**src/bbcw_pkg.sv**
```systemverilog
// Shared types and constants for the clipped-window box blur.
package bbcw_pkg;

  localparam int DEF_MAX_WIDTH    = 1024;
  localparam int DEF_MAX_HEIGHT   = 1024;
  localparam int DEF_MAX_RADIUS   = 7;
  localparam int DEF_MAX_CHANNELS = 4;

  localparam int PIX_W   = 8;
  localparam int PIX_MAX = 255;
  localparam int CFG_W   = 11;
  localparam int POS_W   = 10;

  typedef enum logic [1:0] {
    CFG_RADIUS        = 2'd0,
    CFG_IMAGE_WIDTH   = 2'd1,
    CFG_IMAGE_HEIGHT  = 2'd2,
    CFG_CHANNEL_COUNT = 2'd3
  } cfg_idx_t;

  typedef enum logic [5:0] {
    ST_IDLE  = 6'b000001,
    ST_CHECK = 6'b000010,
    ST_SUM   = 6'b000100,
    ST_FLUSH = 6'b001000,
    ST_START = 6'b010000,
    ST_DIV   = 6'b100000
  } state_t;

  typedef struct packed {
    logic clear;
    logic acc;
    logic start;
  } lane_ctrl_t;

endpackage

```
**src/bbcw_lane.sv**
```systemverilog
// One channel lane: window sum accumulator and bit-serial divider.
module bbcw_lane #(
  parameter int SW = 16,
  parameter int NW = 8
) (
  input  logic                  clk,
  input  logic                  rst,
  input  bbcw_pkg::lane_ctrl_t  ctrl,
  input  logic [7:0]            sample,
  input  logic [NW-1:0]         count,
  output logic [7:0]            result,
  output logic                  done
);
  import bbcw_pkg::*;

  localparam int STW = $clog2(SW + 1);

  logic [SW-1:0]  acc;
  logic [SW-1:0]  quo;
  logic [SW-1:0]  quo_next;
  logic [NW-1:0]  rem;
  logic [NW-1:0]  rem_next;
  logic [NW-1:0]  den;
  logic [NW:0]    shifted;
  logic           ge;
  logic [STW-1:0] step;
  logic           busy;

  assign shifted  = {rem, quo[SW-1]};
  assign ge       = shifted >= {1'b0, den};
  assign rem_next = ge ? NW'(shifted - {1'b0, den}) : NW'(shifted);
  assign quo_next = {quo[SW-2:0], ge};

  always_ff @(posedge clk) begin
    if (ctrl.clear) begin
      acc <= '0;
    end else if (ctrl.acc) begin
      acc <= acc + SW'(sample);
    end
    if (ctrl.start) begin
      quo  <= acc;
      rem  <= '0;
      den  <= count;
      step <= STW'(SW);
    end else if (busy) begin
      quo  <= quo_next;
      rem  <= rem_next;
      step <= step - 1'b1;
    end
  end

  always_ff @(posedge clk) begin
    if (rst) begin
      busy <= 1'b0;
      done <= 1'b0;
    end else if (ctrl.start || ctrl.clear) begin
      busy <= ctrl.start;
      done <= 1'b0;
    end else if (busy && step == STW'(1)) begin
      busy <= 1'b0;
      done <= 1'b1;
    end
  end

  assign result = (quo > SW'(PIX_MAX)) ? 8'(PIX_MAX) : quo[7:0];

endmodule

```
**config.mk**
```make
export PLATFORM = sky130hd
export DESIGN_NAME = bbcw_lane
export DESIGN_NICKNAME = d
export VERILOG_FILES = /design/src/bbcw_pkg.sv /design/src/bbcw_lane.sv
export SDC_FILE = /design/constraint.sdc
export NUM_CORES = 1
export LEC_CHECK = 0
export ABC_AREA = 1
export BUFFER_PORTS_ARGS = -buffer_cell sky130_fd_sc_hd__buf_2
export CORE_ASPECT_RATIO = 1.1
export CORE_MARGIN = 4
export CORE_UTILIZATION = 45
export DETAILED_ROUTE_END_ITERATION = 12
export GPL_TIMING_DRIVEN = 0
export HOLD_SLACK_MARGIN = 0.1
export PLACE_DENSITY_LB_ADDON = 0.08
export REMOVE_ABC_BUFFERS = 1
export SLEW_MARGIN = 40
export SYNTH_ARGS = -nofsm -noshare
export SYNTH_HDL_FRONTEND = slang
export SYNTH_SLANG_ARGS = --single-unit
```
**constraint.sdc**
```tcl
create_clock -name clk -period 1.8 [get_ports clk]
set_input_delay 0 -clock clk [delete_from_list [all_inputs] [get_ports clk]]
set_output_delay 0 -clock clk [all_outputs]
set_load 0.03 [all_outputs]
```
Yosys cells after proc, flatten, opt, wreduce, memory -nomap -nowiden --
Index checks and enable logic that the tools add are counted.
Operators by class: $add $sub $neg 3, $lt $le $gt $ge 2, equal/unequal tests 1, multiplexer cells 6, reductions and logical operators 5
Operator list (count):
- $mux W16 | 2
- $add A16 B8 Y16 | 1
- $gt A16 B8 Y1 const B | 1
- $mux W8 | 2
- $ge A9 B8 Y1 | 1
- $sub A8 B8 Y8 | 1
- $eq A5 B1 Y1 const B | 1
- $sub A5 B1 Y5 const B | 1
- $reduce_bool A2 Y1 | 2
- $mux W1 | 2
- $reduce_or A2 Y1 | 1
- $logic_and A1 B1 Y1 | 1
- $logic_or A1 B1 Y1 | 1
Storage, ports and cells: register bits 55, input bits 21, output and inout port bits 9, word-level logic and storage cells 24

Logic depth before layout (Yosys ltp) --
Gate-level depths: netlist of run 1.
depth after elaboration 4, depth in mapped cells 12, gate-level depth less buffers 12

Worst setup path after synthesis of run 1 --
Ideal clock, no wire load.
kind flip-flop to flip-flop, start point register quo[15], end point register rem[4], setup time 113 ps, arrival time 1444 ps, data required time 1687 ps, setup slack 242 ps, cell stages (with the launch flop) 11, buffers on the path 0, clock period less this slack 1558 ps, cells stage by stage edfxtp_1 > inv_1 > ha_1 > fa_1 > inv_1 > nand3_1 > nand3_1 > xnor2_1 > nand2_1 > nand3_1 > nand2_1
Between the ends: word-level cells in the longest chain between the ends 2, elaborated cells on any way between the ends 3, those cells by class add/sub (1); order compare (1); mux (1)
Ends and longest elaborated chain:
- start: declaration | line bbcw_lane.sv:19 | logic [SW-1:0] quo;
- start signal: assignment | line bbcw_lane.sv:46 | quo <= quo_next;
- $sub A8 B8 Y8 / $ge A9 B8 Y1 (equally long branches) | line bbcw_lane.sv:31, bbcw_lane.sv:30
- $mux W8 * | line bbcw_lane.sv:31 | assign rem_next = ge ? NW'(shifted - {1'b0, den}) : NW'(shifted);
- end signal: assignment | line bbcw_lane.sv:47 | rem <= rem_next;
- end: declaration | line bbcw_lane.sv:21 | logic [NW-1:0] rem;
Mark *: on every way between the ends. The rest lies on a longest branch, timed or not. A chain may end at the register's enable or synchronous reset.

Worst setup path after layout of run 1 --
start point register quo[14], end point output result[2]
Between the ends: word-level cells in the longest chain between the ends 2
Ends and longest elaborated chain:
- $gt A16 B8 Y1 | line bbcw_lane.sv:65 | assign result = (quo > SW'(PIX_MAX)) ? 8'(PIX_MAX) : quo[7:0];
- $mux W8 | line bbcw_lane.sv:65
- end: declaration | line bbcw_lane.sv:11 | output logic [7:0] result,
No other way between the ends.

==> out/metrics.yaml, run 1 <==
logic_synthesis:
  synthCells: 440
  netlist_area_sq_mm: 0.00327
  syn_area_per_cell_sq_um: 7.42
  synth_edf_count: 24
  synth_flop_cell: "dfxtp_1"
  synth-seq-area-share_pct: 41.1
  async_flop_share_pct: 0
  ys_types: 36
  yosysWarnings: 0
  ys_seq_elements: 55
power:
  leakage_nw: 1.86
  pwr-share-comb_pct: 21.0
  p_int_mw: 1.92
  total_power_mw: 2.75
  power.density_mw_per_mm2: 714
  p_switching_mw: 0.831
  ir_drop_mv: 0.389
  pwr-share-seq_pct: 53.2
  p_clk_share_pct: 25.8
  p_sw_share_pct: 30.3
critical_path:
  critPathArrivalTime_ns: 1.72
  cp_max_fo: 8
  r2r-end: "rem[5]"
  startpoint: "quo[14]"
  cp_top_family: "simple AND/OR/NAND/NOR gates"
  critPathSlowestCell: "edfxtp_1"
  cpMostUsedCell: "nand2_1"
  setup.worst_path.end_class: "output port"
  setup.worst_path.start_class: "flop"
  r2r_cells: 10
  critPathBufInv: 2
  worstSetupPathType: "reg -> out"
  cp.required_ns: 1.80
  r2r-start: "den[2]"
  cpPeakStageDelay_ns: 0.43
  path_cells: "nor4_2 -> nand2_1 -> nor3_4 -> buf_12 -> nand2_1 -> buf_6"
  r2r_setup_slack_ns: 0.10
timing:
  finClkSkew_ns: 0.0141
  rsz0062_at_grt: "yes"
  worstMarginPinSlew_ns: 0.716
  period_needed_ns: 1.72
  slew_headroom_pct: 52.3
  min_period_over_period_pct: 95.7
  maxSlewViolCount: 0
  max_freq_mhz: 581
  final-setup-viol-count: 0
  hold_viol: 0
floorplanning:
  start_util_pct: 46.4
  core-area_sq_mm: 0.00705
  dieArea_sq_mm: 0.00869
  ioPinCount: 30
  die_w_um: 89.2
  die_h_um: 97.4
  floorplan.rows: 32
place:
  dp_hpwl_mm: 5.06
  gp_congestion: 0.828
  io_buffers: 29
  dp_cells: 544
detailed_routing:
  vias_per_cell: 4.95
  drt_iter0_markers: 106
  firstDrtPassIters: 4
  drc: 0
  drtAntennaViolNets: 0
  num_vias: 2819
  post_drt_wl_per_cell_um: 12.3
  wirelength_mm: 7.01
final_layout:
  final_common_cell: "nand2_1"
  diodes: 0
  syn_to_final_growth_pct: 17.7
  final_nets: 524
  stdcell_count: 569
  layout_common_cells: "nand2_1, inv_1, nand3_1"
  drive_gt1_share_pct: 15.5
cts:
  cts_tree: "done"
  path_clk_slew_ns: 0.11
  clock_sinks: 55
  cts-root-buf: "clkbuf_8"
  htreeDepth: 2
  cts.path.max_buffers: 2
  cts_buffers: 5
  clk_latency_ns: 0.31
global_routing:
  overflow: 0
  grt_pass1_vias: 2596
  grt_pass1_wl_mm: 11.6
  grt_max_degree: 34
  grt_use_total_pct: 16.7
  antenna_found_initial: 0
worst_hold_path:
  min-delay-start: "ctrl[1]"
  hold_path_depth: 4
  hold_class: "in -> reg"
  hold_path_end: "acc[7]"
run_status:
  status: "finished, final reports clean"
run:
  maxCapViolCount: 0
==> tightest hold or removal path: stages <==
cell and delay (ns):
buf_2 0.23, nand2_1 0.12, o21ai_1 0.05, inv_1 0.04
==> worst max path at each step <==
stage	endpoint	depth (start not counted)	slack (ns)
floorplan	rem[4]	10	0.23
global placement	quo[6]	3	-0.15
detailed placement	quo[6]	3	-0.13
CTS	rem[5]	11	0.007
global route	result[3]	6	-0.04
finish	result[2]	6	0.08
==> sequential cells by signal (all words and copies together) (netlist names) <==
register,count
acc,16
quo,16
den,8
rem,8
step,5
busy,1
done,1
==> stage by stage <==
stage / setup slack [ns] / instance area (sq um) / hold WS (ns) / setup TNS, ns / utilization, %
after floorplan: 0.235 / 3210 / 0.0691 / 0 / -
after global placement: -0.150 / 3460 / 0.172 / -2.39 / 49.1
after detailed placement: -0.129 / 3460 / 0.179 / -2.05 / 49.1
after CTS: 0.00732 / 3700 / 0.124 / 0 / 52.5
after global routing: -0.0406 / 3850 / 0.196 / -0.241 / 54.6
final: 0.0777 / 3850 / 0.147 / 0 / 54.6
==> repair_timing <==
action | CTS | global route
resized for setup | 4 | 38
pin swaps | 1 | 5
endpoints found under the hold margin | 18 | 0
setup endpoints to repair | 24 | 39
hold buffers | 11 | 0
setup buffers | 1 | 5
==> Yosys cell counts (3+ instances only) <==
master,n,area [sq um]
o21ai_0,19,95.1
a21oi_1,16,80.1
ha_1,18,225
nand4_1,3,18.8
nand2_4,3,33.8
inv_1,63,236
buf_2,4,20.0
edfxtp_1,24,721
nor2_1,47,176
nor3_1,3,15.0
nand2_1,122,458
nand3_1,47,235
xor2_1,3,26.3
dfxtp_1,31,621
inv_2,3,11.3
clkbuf_1,4,15.0
nand2_2,5,31.3
==> cell families (layout without fill, tap and decap cells) <==
logic type      after synthesis  in the layout  synth area share [%]
simple gates                240            240                  32.5
buf+inv                      76            120                  9.34
flops                        55             55                  41.1
compound gates               44             44                  7.62
fa+ha+maj                    20             20                  8.12
xor+xnor                      5              5                  1.34
==> cell type report <==
type,instances,area (sq um)
repair buffers,46,367
flip-flops and latches,55,1340
clock buffers,6,72.6
multi-input cells,309,1690
clock inverters,2,16.3
well taps,85,106
fillers,695,3200
inverters,66,251
==> layer usage <==
layer | routed length [um] | vias to the layer above | GRT usage (%)
li1 | - | 1494 | -
met2 | 3570 | 34 | 28.5
met4 | 74 | 0 | 4.70
met5 | 0 | - | 0
met1 | 3160 | 1287 | 21.3
met3 | 210 | 4 | 2.71
==> power by group through the flow <==
stage | Sequential (mW) | Clock, mW | Combinational, mW
floorplan | 1.47 | 0 | 0.383
global placement | 1.48 | 0 | 0.512
detailed placement | 1.49 | 0 | 0.518
CTS | 1.46 | 0.733 | 0.547
global route | 1.47 | 0.785 | 0.665
finish | 1.46 | 0.707 | 0.577
Power figures use the tool's default switching activity.
==> run 2: changes to the inputs <==
Settings changed: CORE_ASPECT_RATIO 1.1 to 0.9, PLACE_DENSITY_LB_ADDON 0.08 to not set.
==> run 2 against run 1 <==
  * Hold slack improved by 0.022 ns
  * Routed wire length decreased by 3.0%
  * Combinational power increased by 2%
  * Register-to-register slack improved by 0.02 ns
  * Sequential share of layout area decreased by 0.33 points
  * Power decreased by 0.52%
  * Via count decreased by 2.2%
  * Fmax decreased by 2.2%
  * Cell area increased by 0.94%
  * Largest power group unchanged
==> out/metrics.yaml, run 2 (synthesis results as in run 1) <==
global_routing:
  antenna_found_initial: 0  # unchanged
  grt_pass1_vias: 2516  # was 2,596
  grt_use_total_pct: 16.1  # was 16.7%
  grt_pass1_wl_mm: 11.4  # was 11.6 mm
  grt_max_degree: 34  # unchanged
  overflow: 0  # unchanged
timing:
  holdWs_ns: 0.168  # was 0.147 ns
  slew_headroom_pct: 55.2  # was 52.3%
  period_needed_ns: 1.76  # was 1.72 ns
  final-setup-viol-count: 0  # unchanged
  min_period_over_period_pct: 97.8  # was 95.7%
  worstMarginPinSlew_ns: 0.673  # was 0.716 ns
  maxSlewViolCount: 0  # unchanged
  hold_viol: 0  # unchanged
  rsz0062_at_grt: "yes"  # unchanged
  max_freq_mhz: 568  # was 581 MHz
  finClkSkew_ns: 0.0157  # was 0.0141 ns
critical_path:
  cpPeakStageDelay_ns: 0.45  # was 0.43 ns
  cp_top_family: "simple AND/OR/NAND/NOR gates"  # unchanged
  r2r-end: "rem[4]"  # was rem[5]
  critPathSlowestCell: "edfxtp_1"  # unchanged
  r2r-start: "quo[15]"  # was den[2]
  critPathBufInv: 2  # unchanged
  cp_max_fo: 8  # unchanged
  critPathCapture: "result[7]"  # was result[2]
  crit_cells: 6  # unchanged
  critPathArrivalTime_ns: 1.76  # was 1.72 ns
  r2r_setup_slack_ns: 0.12  # was 0.10 ns
  path_cells: "nor4_4 -> nand2_1 -> nor3_4 -> buf_12 -> nand2_1 -> buf_6"  # was nor4_2 -> nand2_1 -> nor3_4 -> buf_12 -> nand2_1 -> buf_6
  r2r_cells: 10  # unchanged
  setup.worst_path.end_class: "output port"  # unchanged
  setup.worst_path.start_class: "flop"  # unchanged
  cp.required_ns: 1.80  # about the same
  cpMostUsedCell: "nand2_1"  # unchanged
  worstSetupPathType: "reg -> out"  # unchanged
  startpoint: "quo[9]"  # was quo[14]
final_layout:
  syn_to_final_growth_pct: 18.8  # was 17.7%
  stdcell_count: 578  # was 569
  final_common_cell: "nand2_1"  # unchanged
  diodes: 0  # unchanged
  multi_input_comb_area_sq_mm: 0.00170  # was 0.00169 sq mm
  final_nets: 525  # was 524
  top_regs: "acc x16, quo x16"  # unchanged
  layout_common_cells: "nand2_1, inv_1, nor2_1"  # was nand2_1, inv_1, nand3_1
  drive_gt1_share_pct: 16.1  # was 15.5%
  register_area_sq_mm: 0.00134  # unchanged
  fill_cells: 673  # was 695
power:
  power.density_mw_per_mm2: 704  # was 714 mW/mm^2
  leakage_nw: 1.89  # was 1.86 nW
  ir_drop_mv: 0.356  # was 0.389 mV
  total_power_mw: 2.73  # was 2.75 mW
run_status:
  status: "finished, final reports clean"  # unchanged
place:
  io_buffers: 29  # unchanged
  dp_cells: 552  # was 544
  dp_hpwl_mm: 4.98  # was 5.06 mm
  gp_congestion: 0.857  # was 0.828
cts:
  cts.path.max_buffers: 2  # unchanged
  cts_tree: "done"  # unchanged
  htreeDepth: 2  # unchanged
  cts_buffers: 5  # unchanged
  path_clk_slew_ns: 0.11  # about the same
  clk_latency_ns: 0.31  # about the same
  cts-root-buf: "clkbuf_8"  # unchanged
  clock_sinks: 55  # unchanged
worst_hold_path:
  hold_class: "in -> reg"  # unchanged
detailed_routing:
  wirelength_mm: 6.80  # was 7.01 mm
  post_drt_wl_per_cell_um: 11.8  # was 12.3 um
  num_vias: 2757  # was 2,819
  drc: 0  # unchanged
  firstDrtPassIters: 4  # unchanged
  drt_iter0_markers: 95  # was 106
  vias_per_cell: 4.77  # was 4.95
  drtAntennaViolNets: 0  # unchanged
floorplanning:
  die_h_um: 88.8  # was 97.4 um
  dieArea_sq_mm: 0.00869  # about the same
  floorplan.rows: 29  # was 32
  die_w_um: 97.8  # was 89.2 um
  core-area_sq_mm: 0.00704  # was 0.00705 sq mm
  start_util_pct: 46.4  # about the same
  ioPinCount: 30  # unchanged
run:
  maxCapViolCount: 0  # unchanged
==> run 2: worst register-to-register path: cells and delay by family (launching register included) <==
kind | cells | cell delay, ns
simple gates | 5 | 0.33
fa+ha+maj | 2 | 0.61
xor+xnor | 1 | 0.11
buf+inv | 2 | 0.15
flops | 1 | 0.38
==> run 2: area by class of cell <==
cell class,count,area share (%)
Clock buffer,6,1.87
Clock inverter,2,0.451
Timing Repair Buffer,47,9.96
Tap cell,93,3.00
Sequential cell,55,34.5
Multi-Input combinational cell,309,43.7
Inverter,66,6.48
==> run 2: metrics by stage <==
step / TNS, ns / worst slack, ns / instance area, sq um / utilization, %
finish: 0 / 0.0391 / 3880 / 55.2
global route: -0.390 / -0.0562 / 3880 / 55.2
CTS: 0 / 0.0109 / 3700 / 52.5
detailed placement: -1.70 / -0.107 / 3470 / 49.3
global placement: -1.08 / -0.0681 / 3470 / 49.3
floorplan: 0 / 0.235 / 3210 / -
==> run 2: repair_timing <==
action / 4_1_cts / 5_1_grt
endpoints found under the setup margin: 24 / 39
endpoints found under the hold margin: 18 / 0
gates resized for setup: 2 / 44
hold buffers: 11 / 0
pin swaps: 0 / 4
buffers inserted: 2 / 5
==> run 2: worst min path at each step <==
stage,end,startpoint,cells after the start
finish,acc[7],ctrl[1],4
global placement,busy,rst,2
global route,acc[1],sample[1],4
CTS,acc[1],sample[1],4
detailed placement,den[1],count[1],1
floorplan,busy,rst,1
==> run 2: routing by layer <==
layer | global-route usage [%] | share of wire, % | vias to the layer above | wire [um]
li1 | - | - | 1499 | -
met1 | 22.4 | 51 | 1210 | 3460
met2 | 26.1 | 44 | 43 | 2990
met3 | 3.23 | 4.4 | 5 | 302
met4 | 3.90 | 0.72 | 0 | 49
met5 | 0 | 0 | - | 0
==> run 2: power breakdown <==
group,total (mW),switching [mW],internal [mW]
Sequential,1.46,0.0611,1.40
Combinational,0.587,0.349,0.238
Clock,0.682,0.401,0.280
